==> config.mk <==
export PLATFORM = sky130hd
export DESIGN_NAME = go_back_n_link_layer
export DESIGN_NICKNAME = d
export VERILOG_FILES = /design/src/rtl/gbn_pkg.sv /design/src/rtl/gbn_ctrl.sv /design/src/rtl/gbn_dp.sv /design/src/rtl/go_back_n_link_layer.sv
export SDC_FILE = /design/constraint.sdc
export NUM_CORES = 2
export LEC_CHECK = 0
export ABC_AREA = 1
export CAP_MARGIN = 5
export CORE_MARGIN = 4
export CORE_UTILIZATION = 45
export CTS_BUF_LIST = sky130_fd_sc_hd__clkbuf_16
export DETAILED_ROUTE_END_ITERATION = 16
export DONT_BUFFER_PORTS = 1
export GPL_ROUTABILITY_DRIVEN = 0
export HOLD_SLACK_MARGIN = 0.1
export PLACE_DENSITY = 0.64
export SYNTH_ARGS = -nofsm -noshare
export SYNTH_HDL_FRONTEND = slang
export SYNTH_HIERARCHICAL = 1
export SYNTH_SLANG_ARGS = --single-unit
==> constraint.sdc <==
create_clock -name clk -period 7.8 [get_ports clk]
set_input_delay 0 -clock clk [delete_from_list [all_inputs] [get_ports clk]]
set_output_delay 0 -clock clk [all_outputs]
set_load 0.005 [all_outputs]
==> src/rtl/gbn_pkg.sv <==
// Shared types and constants of the Go-Back-N link layer.
package gbn_pkg;

  localparam int RING_DEPTH = 64;
  localparam int RING_AW    = $clog2(RING_DEPTH);
  localparam int POS_W      = 16;
  localparam int SEQ_W      = 6;
  localparam int ENTRY_W    = SEQ_W + 8 + 8 + 32;
  localparam logic [SEQ_W-1:0] MAX_WINDOW = 6'd63;
  localparam int DIV_STEPS  = 16;

  typedef enum logic [1:0] {
    OP_APP  = 2'd0,
    OP_TICK = 2'd1,
    OP_ACK  = 2'd2,
    OP_DATA = 2'd3
  } op_t;

  typedef enum logic [1:0] {
    KIND_DATA  = 2'd0,
    KIND_DELIV = 2'd1,
    KIND_ACK   = 2'd2,
    KIND_DROP  = 2'd3
  } kind_t;

  typedef enum logic [0:0] {
    CFG_WINDOW  = 1'b0,
    CFG_TIMEOUT = 1'b1
  } cfg_idx_t;

  typedef enum logic [3:0] {
    ST_IDLE, ST_DISPATCH, ST_DIV0, ST_APP, ST_DROP, ST_TICK, ST_SEND,
    ST_SCAN, ST_CMP, ST_ACKAPP, ST_RX, ST_DELIV, ST_DIV3, ST_ACKOUT
  } state_t;

  typedef struct packed {
    logic  latch;
    logic  div_start;
    logic  ring_app;
    logic  tick_eval;
    logic  scan_init;
    logic  scan_rd;
    logic  scan_cmp;
    logic  ack_apply;
    logic  exp_wr;
    logic  out_load;
    kind_t out_sel;
  } cmd_t;

  typedef struct packed {
    op_t  op;
    logic div_done;
    logic full;
    logic tick_send;
    logic scan_more;
    logic scan_hit;
    logic rx_match;
    logic out_free;
  } sts_t;

endpackage

==> src/rtl/gbn_ctrl.sv <==
// Sequencing state machine of the Go-Back-N link layer.
module gbn_ctrl import gbn_pkg::*; (
  input  logic clk,
  input  logic rst_n,
  input  logic in_accept,
  input  sts_t sts,
  output logic busy,
  output cmd_t cmd
);

  state_t state_r, state_nxt;

  always_ff @(posedge clk) begin
    if (!rst_n) begin
      state_r <= ST_IDLE;
    end else begin
      state_r <= state_nxt;
    end
  end

  always_comb begin
    state_nxt = state_r;
    unique case (state_r)
      ST_IDLE:     if (in_accept) state_nxt = ST_DISPATCH;
      ST_DISPATCH: begin
        unique case (sts.op)
          OP_APP:  state_nxt = ST_DIV0;
          OP_TICK: state_nxt = ST_TICK;
          OP_ACK:  state_nxt = ST_SCAN;
          OP_DATA: state_nxt = ST_RX;
          default: state_nxt = ST_IDLE;
        endcase
      end
      ST_DIV0:   if (sts.div_done) state_nxt = ST_APP;
      ST_APP:    state_nxt = sts.full ? ST_DROP : ST_IDLE;
      ST_DROP:   if (sts.out_free) state_nxt = ST_IDLE;
      ST_TICK:   state_nxt = sts.tick_send ? ST_SEND : ST_IDLE;
      ST_SEND:   if (sts.out_free) state_nxt = ST_IDLE;
      ST_SCAN:   state_nxt = sts.scan_more ? ST_CMP : ST_ACKAPP;
      ST_CMP:    state_nxt = sts.scan_hit ? ST_ACKAPP : ST_SCAN;
      ST_ACKAPP: state_nxt = ST_IDLE;
      ST_RX:     state_nxt = sts.rx_match ? ST_DELIV : ST_ACKOUT;
      ST_DELIV:  if (sts.out_free) state_nxt = ST_DIV3;
      ST_DIV3:   if (sts.div_done) state_nxt = ST_ACKOUT;
      ST_ACKOUT: if (sts.out_free) state_nxt = ST_IDLE;
      default:   state_nxt = ST_IDLE;
    endcase
  end

  always_comb begin
    cmd = '0;
    cmd.out_sel = KIND_DATA;
    busy = (state_r != ST_IDLE);
    unique case (state_r)
      ST_IDLE:     cmd.latch = in_accept;
      ST_DISPATCH: begin
        cmd.div_start = (sts.op == OP_APP);
        cmd.scan_init = (sts.op == OP_ACK);
      end
      ST_APP:    cmd.ring_app = !sts.full;
      ST_DROP: begin
        cmd.out_load = sts.out_free;
        cmd.out_sel  = KIND_DROP;
      end
      ST_TICK:   cmd.tick_eval = 1'b1;
      ST_SEND: begin
        cmd.out_load = sts.out_free;
        cmd.out_sel  = KIND_DATA;
      end
      ST_SCAN:   cmd.scan_rd = sts.scan_more;
      ST_CMP:    cmd.scan_cmp = 1'b1;
      ST_ACKAPP: cmd.ack_apply = 1'b1;
      ST_DELIV: begin
        cmd.out_load  = sts.out_free;
        cmd.out_sel   = KIND_DELIV;
        cmd.div_start = sts.out_free;
      end
      ST_DIV3:   cmd.exp_wr = sts.div_done;
      ST_ACKOUT: begin
        cmd.out_load = sts.out_free;
        cmd.out_sel  = KIND_ACK;
      end
      default: ;
    endcase
  end

endmodule

==> src/rtl/gbn_dp.sv <==
// Datapath of the Go-Back-N link layer: window state, frame ring, divider and result register.
module gbn_dp import gbn_pkg::*; (
  input  logic        clk,
  input  logic        rst_n,
  input  cmd_t        cmd,
  output sts_t        sts,
  input  logic [1:0]  in_op,
  input  logic [15:0] in_fn,
  input  logic [7:0]  in_src,
  input  logic [7:0]  in_dst,
  input  logic [31:0] in_pay,
  input  logic [31:0] in_st,
  input  logic        cfg_we,
  input  cfg_idx_t    cfg_idx,
  input  logic [15:0] cfg_val,
  input  logic        out_take,
  output logic        out_valid,
  output kind_t       out_kind,
  output logic [5:0]  out_seq,
  output logic [7:0]  out_src,
  output logic [7:0]  out_dst,
  output logic [31:0] out_pay,
  output logic [31:0] out_stamp,
  output logic        out_last
);

  logic [ENTRY_W-1:0] ring [RING_DEPTH];

  op_t         op_r;
  logic [15:0] fn_r;
  logic [7:0]  src_r, dst_r;
  logic [31:0] pay_r, st_r;

  logic [POS_W-1:0] base_r, tail_r, limit_r;
  logic [6:0]       soff_r;
  logic [SEQ_W-1:0] exp_r;
  logic [15:0]      tcnt_r;
  logic             trun_r;
  logic [5:0]       wsize_r;
  logic [15:0]      tout_r;

  logic [6:0] k_r, found_r;
  logic [15:0] dq_r;
  logic [6:0]  drem_r;
  logic [4:0]  dcnt_r;
  logic [ENTRY_W-1:0] rd_r;
  logic        out_valid_r;

  logic [POS_W-1:0] lim, tl, tl1, nb, tl2, clip, effw16;
  logic [SEQ_W-1:0] effw;
  logic [15:0]      tcnt1;
  logic             expire, send;
  logic [6:0]       dvs, dstep, exp1;
  logic             rd_en;
  logic [RING_AW-1:0] rd_addr;

  assign lim    = limit_r - base_r;
  assign tl     = tail_r - base_r;
  assign tl1    = tl + 16'd1;
  assign effw   = (wsize_r < MAX_WINDOW) ? wsize_r : MAX_WINDOW;
  assign effw16 = {10'd0, effw};
  assign tcnt1  = tcnt_r + 16'd1;
  assign expire = trun_r && (tcnt1 >= tout_r);
  assign send   = !expire && ({9'd0, soff_r} < lim);
  assign nb     = base_r + {9'd0, found_r};
  assign tl2    = tail_r - nb;
  assign clip   = (effw16 < tl2) ? effw16 : tl2;
  assign dvs    = {1'b0, wsize_r} + 7'd1;
  assign dstep  = {drem_r[5:0], dq_r[15]};
  assign exp1   = {1'b0, exp_r} + 7'd1;

  // The ring is read either for the next frame to send or for the next ack candidate.
  assign rd_en   = (cmd.tick_eval && send) || cmd.scan_rd;
  assign rd_addr = cmd.scan_rd ? RING_AW'(base_r + {9'd0, k_r})
                               : RING_AW'(base_r + {9'd0, soff_r});

  always_ff @(posedge clk) begin
    if (cmd.ring_app) begin
      ring[tail_r[RING_AW-1:0]] <= {drem_r[5:0], src_r, dst_r, pay_r};
    end
    if (rd_en) begin
      rd_r <= ring[rd_addr];
    end
  end

  always_ff @(posedge clk) begin
    if (cmd.latch) begin
      op_r  <= op_t'(in_op);
      fn_r  <= in_fn;
      src_r <= in_src;
      dst_r <= in_dst;
      pay_r <= in_pay;
      st_r  <= in_st;
    end
    if (cmd.div_start) begin
      dq_r   <= (op_r == OP_APP) ? fn_r : {9'd0, exp1};
      drem_r <= '0;
    end else if (dcnt_r != 5'd0) begin
      dq_r   <= {dq_r[14:0], 1'b0};
      drem_r <= (dstep >= dvs) ? (dstep - dvs) : dstep;
    end
  end

  always_ff @(posedge clk) begin
    if (!rst_n) begin
      base_r <= '0; tail_r <= '0; limit_r <= '0; soff_r <= '0;
      exp_r <= '0; tcnt_r <= '0; trun_r <= 1'b0;
      wsize_r <= 6'd7; tout_r <= 16'd10;
      k_r <= '0; found_r <= '0; dcnt_r <= '0; out_valid_r <= 1'b0;
    end else begin
      if (cfg_we) begin
        unique case (cfg_idx)
          CFG_WINDOW:  wsize_r <= cfg_val[5:0];
          CFG_TIMEOUT: tout_r  <= cfg_val;
          default: ;
        endcase
      end
      if (cmd.div_start) begin
        dcnt_r <= 5'(DIV_STEPS);
      end else if (dcnt_r != 5'd0) begin
        dcnt_r <= dcnt_r - 5'd1;
      end
      if (cmd.ring_app) begin
        tail_r <= tail_r + 16'd1;
        if (lim < tl1 && lim < effw16) limit_r <= limit_r + 16'd1;
      end
      if (cmd.tick_eval) begin
        if (expire) begin
          trun_r <= 1'b0; tcnt_r <= '0; soff_r <= '0;
        end else begin
          if (trun_r) tcnt_r <= tcnt1;
          if (send) begin
            soff_r <= soff_r + 7'd1;
            if (!trun_r) begin
              trun_r <= 1'b1; tcnt_r <= '0;
            end
          end
        end
      end
      if (cmd.scan_init) begin
        k_r <= 7'd1; found_r <= '0;
      end
      if (cmd.scan_cmp) begin
        if (sts.scan_hit) found_r <= k_r;
        else k_r <= k_r + 7'd1;
      end
      if (cmd.ack_apply) begin
        base_r  <= nb;
        limit_r <= nb + clip;
        soff_r  <= '0; trun_r <= 1'b0; tcnt_r <= '0;
      end
      if (cmd.exp_wr) exp_r <= drem_r[5:0];
      if (cmd.out_load) out_valid_r <= 1'b1;
      else if (out_take) out_valid_r <= 1'b0;
    end
  end

  always_ff @(posedge clk) begin
    if (cmd.out_load) begin
      out_kind <= cmd.out_sel;
      unique case (cmd.out_sel)
        KIND_DATA: begin
          out_seq <= rd_r[53:48]; out_src <= rd_r[47:40]; out_dst <= rd_r[39:32];
          out_pay <= rd_r[31:0]; out_stamp <= '0; out_last <= 1'b1;
        end
        KIND_DELIV: begin
          out_seq <= fn_r[5:0]; out_src <= src_r; out_dst <= dst_r;
          out_pay <= pay_r; out_stamp <= '0; out_last <= 1'b0;
        end
        KIND_ACK: begin
          out_seq <= exp_r; out_src <= dst_r; out_dst <= src_r;
          out_pay <= '0; out_stamp <= st_r; out_last <= 1'b1;
        end
        KIND_DROP: begin
          out_seq <= drem_r[5:0]; out_src <= src_r; out_dst <= dst_r;
          out_pay <= pay_r; out_stamp <= '0; out_last <= 1'b1;
        end
        default: ;
      endcase
    end
  end

  assign out_valid = out_valid_r;

  always_comb begin
    sts.op        = op_r;
    sts.div_done  = (dcnt_r == 5'd0);
    sts.full      = (tl >= 16'(RING_DEPTH));
    sts.tick_send = send;
    sts.scan_more = ({9'd0, k_r} <= lim) && ({9'd0, k_r} < tl);
    sts.scan_hit  = ({10'd0, rd_r[53:48]} == fn_r);
    sts.rx_match  = (fn_r == {10'd0, exp_r});
    sts.out_free  = !out_valid_r || out_take;
  end

endmodule

==> src/rtl/go_back_n_link_layer.sv <==
// Top level of the Go-Back-N link layer: controller and datapath.
//
//   Channel | Direction | Carries
//   in_     | request   | op in tuser, frame_number/addresses/payload/sent_time in tdata
//   out_    | result    | kind in tuser, seq/addresses/payload/stamp in tdata, last in tlast
//   cfg_    | write     | register index and data
//
// One request at a time; a full output register adds its wait. A send tick sends a frame only
// when one is due; an application frame passes a 16-step remainder unit and is dropped when the
// ring is full; a received data frame yields an ack, after a delivery and a pass of that unit
// when it is in sequence; an ack scans up to 63 ring entries, reading then comparing each, until one matches.
// Reset is synchronous; the ring itself is not cleared.
// A stalled result waits in the output register while the next request is taken.
module go_back_n_link_layer import gbn_pkg::*; (
  input  logic        clk,
  input  logic        rst_n,
  input  logic        in_tvalid,
  output logic        in_tready,
  input  logic [95:0] in_tdata,  // frame_number, source_address, dest_address, payload, sent_time
  input  logic [1:0]  in_tuser,  // op
  output logic        out_tvalid,
  input  logic        out_tready,
  output logic [87:0] out_tdata, // seq_number, out_source, out_dest, out_payload, stamp, pad
  output logic [1:0]  out_tuser, // kind
  output logic        out_tlast,
  input  logic        cfg_valid,
  output logic        cfg_ready,
  input  logic        cfg_index,
  input  logic [15:0] cfg_data
);

  cmd_t  cmd;
  sts_t  sts;
  logic  busy, in_accept;
  kind_t kind;
  logic [5:0]  seq;
  logic [7:0]  osrc, odst;
  logic [31:0] opay, ostamp;

  assign in_tready = !busy;
  assign in_accept = in_tvalid && in_tready;
  assign cfg_ready = 1'b1;

  gbn_ctrl u_ctrl (
    .clk, .rst_n, .in_accept, .sts, .busy, .cmd
  );

  gbn_dp u_dp (
    .clk, .rst_n, .cmd, .sts,
    .in_op(in_tuser), .in_fn(in_tdata[15:0]), .in_src(in_tdata[23:16]),
    .in_dst(in_tdata[31:24]), .in_pay(in_tdata[63:32]), .in_st(in_tdata[95:64]),
    .cfg_we(cfg_valid && cfg_ready), .cfg_idx(cfg_idx_t'(cfg_index)), .cfg_val(cfg_data),
    .out_take(out_tready), .out_valid(out_tvalid), .out_kind(kind), .out_seq(seq),
    .out_src(osrc), .out_dst(odst), .out_pay(opay), .out_stamp(ostamp),
    .out_last(out_tlast)
  );

  assign out_tuser = kind;
  assign out_tdata = {2'b00, ostamp, opay, odst, osrc, seq};

endmodule

==> run summary <==
Status = finished, final reports clean
RSZ-0062 raised after global routing = no
Layout Cells excl Fill = 17.5k
Max Fclk = 136 MHz
First-pass GRT wire length = 705 mm
Vias in the first global route = 102k
Worst-margin pin slew = 1270 ps
FF+latch count, synth = 3843
Clock-pin slew on the worst setup and hold paths = 60 ps
Crit start category = register
Crit path to = u_dp/rd_r[48]
Largest net degree at the start of global routing = 156
Die Area = 363000 µm²
R2R depth = 27
Synthesized cell area = 159000 µm²
Final period util = 0.944
Area after DPL = 166000 µm²
Setup tns final = 0 ps
Hold slack = 162 ps
Clk sink count = 3843
Num CTS Buffers = 387
Final ANT Viol Nets = 0
Final Core Density = 0.518
Total gr overflow = 0
Root buffer cell = clkbuf_16
Seq/Total Area, Yosys = 0.718
CTS tree = built
Drt wl/cell = 28.3 µm
Placed Cells = 16.5k
Top FF cell, synth = edfxtp_1
Critical path class = register to register
Crit. End Element = register
Commonest non-fill, non-tap cell in the layout = edfxtp_1
Pwr/cell area = 271 nW/µm²
Clk buf depth = 4
Netlist cell types = 67
Worst-path fanout max = 81
CP Launch Point = u_dp/tail_r[0]
Async set-reset flop share out of synthesis = 0
Critical Path RT = 8630 ps
GRT Total Usage = 0.263
DRT iter0 DRCs = 15.3k
Synth top area share = 0.702
Leading area contributor after synthesis = edfxtp_1
Core ar. = 351000 µm²
Placed wire-length estimate = 261 mm
CP Data Arrival Time = 8190 ps
Nets = 12.8k
Fin crit period = 7360 ps
LEAKAGE = 60.8 nW
Avg Vias per Cell = 6.15
Worst r2r dst = u_dp/rd_r[48]
Remaining DRCs = 0
Reg2reg setup slack = 440 ps
Vias post-DR = 108k
Mapped Cells = 12.2k
EDFF count, synth = 3713
HP Class = input pin to register
I/O Buffers = 0
Skew final = 80.4 ps
Area Overhead vs Synth = 14.3%
Worst r2r src = u_dp/tail_r[0]
Die height = 602 µm
Area contributors post-synth = edfxtp_1 70%, nor2_1 6.7%, o32ai_1 4.8%
Initial Utilization = 0.453
FP Rows = 217
Final wirelength = 496 mm
Initial antenna violation count = 19
Final number of max-transition violations = 0
Avg Cell Area, Syn = 13.0 µm²
Endpoints failing hold = 0
TritonRoute pass-1 iters = 6
# setup viols final = 0
Skew-Pair Late Insertion Delay = 950 ps
Worst VDD drop = 0.529 mV
Yosys warns = 6
Max Cap Viol = 0
Slew headroom = 0.154
Final Instance Area = 182000 µm²
I/O pin count = 214
Share of cells above drive strength 1 = 0.120
Die X-Extent = 602 µm
Commonest non-fill, non-tap cells in the layout = 3713 x edfxtp_1, 2765 x nor2_1, 1048 x o21ai_0, 959 x nand2_1, 866 x o32ai_1
H-tree levels = 5
[cell usage after synthesis, types with 21 or more instances]
cell type	count
a21oi_1	282
nand3_1	179
a22o_1	33
mux2_2	432
buf_2	199
o32ai_1	866
edfxtp_1	3713
nand2_1	961
a32oi_1	54
nor3_1	33
nor2_1	2831
inv_1	354
xnor2_1	21
buf_1	45
ha_1	142
o21ai_0	1049
clkbuf_1	512
nand4_1	27
a32o_1	54
nand2_2	27
xor2_1	71
dfxtp_1	130
[worst min-delay path by stage]
stage	from	endpoint	slack (ps)	cells after the start
2_1_floorplan	in_tdata[24]	u_dp/dst_r[0]	100	0
3_3_place_gp	in_tdata[87]	u_dp/st_r[23]	100	0
3_5_place_dp	in_tdata[46]	u_dp/pay_r[14]	100	0
4_1_cts	cfg_valid	u_dp/wsize_r[5]	110	6
5_1_grt	in_tdata[81]	u_dp/st_r[17]	190	2
6_report	cfg_valid	u_dp/wsize_r[5]	160	6
[critical path, stage by stage, from the launching register on]
cell and delay [ps]:
dfxtp_1 510, clkinv_1 200, ha_1 220, inv_1 80, fa_1 290, nand3_1 100
nand2_1 90, xor2_1 400, ha_1 320, a21o_1 180, a21oi_1 120, o21bai_1 70
nand3_1 90, nand2_1 80, inv_1 70, inv_1 60, nor2_1 360, o21ai_0 240
ha_4 540, inv_8 780, buf_4 540, nor2_1 80, o32ai_1 290, mux2_2 230
nand2_1 50, a32o_1 230, o21ai_0 610, buf_4 230
[cells by family (layout without fill, tap and decap cells)]
family | after synthesis | count (layout) | share of synthesized area
XOR/XNOR | 95 | 95 | 0.00538
AND/OR/NAND/NOR | 4139 | 4139 | 0.103
adder cells (fa/ha/maj) | 149 | 149 | 0.0121
flip-flops | 3843 | 3843 | 0.718
buffers and inverters | 1143 | 1703 | 0.0288
multiplexers | 432 | 432 | 0.0306
AO/OA/AOI/OAI | 2432 | 2432 | 0.102
other | 3 | 29 | 0.0000709
[power breakdown]
part           internal (mW)  switching (mW)
clock                   10.4            7.90
sequential              25.1           0.410
combinational           1.08            4.27
[layer usage]
layer  routed length (µm)  track usage  part of all wire  vias up
li1                     -            -                 -    45800
met5                   41            0          0.000083        -
met4                25100        0.115             0.051        6
met2               226000        0.413              0.46     6509
met3                54500       0.0465              0.11     1239
met1               190000        0.359              0.38    54300
[state kept, by name, indices dropped and copies added, names as in the netlist, 16 cells and up]
register,count
u_dp/tcnt_r,16
u_dp/tail_r,16
u_dp/out_stamp,32
u_dp/base_r,16
u_dp/limit_r,16
u_dp/fn_r,16
u_dp/dq_r,16
u_dp/ring,3456
u_dp/out_pay,32
u_dp/st_r,32
u_dp/pay_r,32
u_dp/tout_r,16
u_dp/rd_r,54
[cell type report]
type                            count  area [µm²]
Fill cell                       28600      169000
Sequential cell                  3843      114000
Multi-Input combinational cell   7255       40900
Clock buffer                      390        9760
Timing Repair Buffer              623        6840
Tap cell                         4708        5890
Clock inverter                    313        2680
Inverter                          377        1440
Antenna cell                       21        52.6
[per-stage QoR]
stage / power [mW] / worst slack (ps)
after floorplan: 28.8 / 635
after global placement: 30.8 / 661
after detailed placement: 31.0 / 550
after CTS: 49.2 / 511
after global routing: 50.7 / 11.4
final: 49.2 / 440
[timing repair]
action                                  4_1_cts  5_1_grt
gates resized for setup                       0        0
endpoints found under the setup margin        0        1
hold endpoints to repair                    279        0
hold buffers                                264        0
setup buffers                                 0        4
Note: power is estimated with default switching activity, not from simulation.
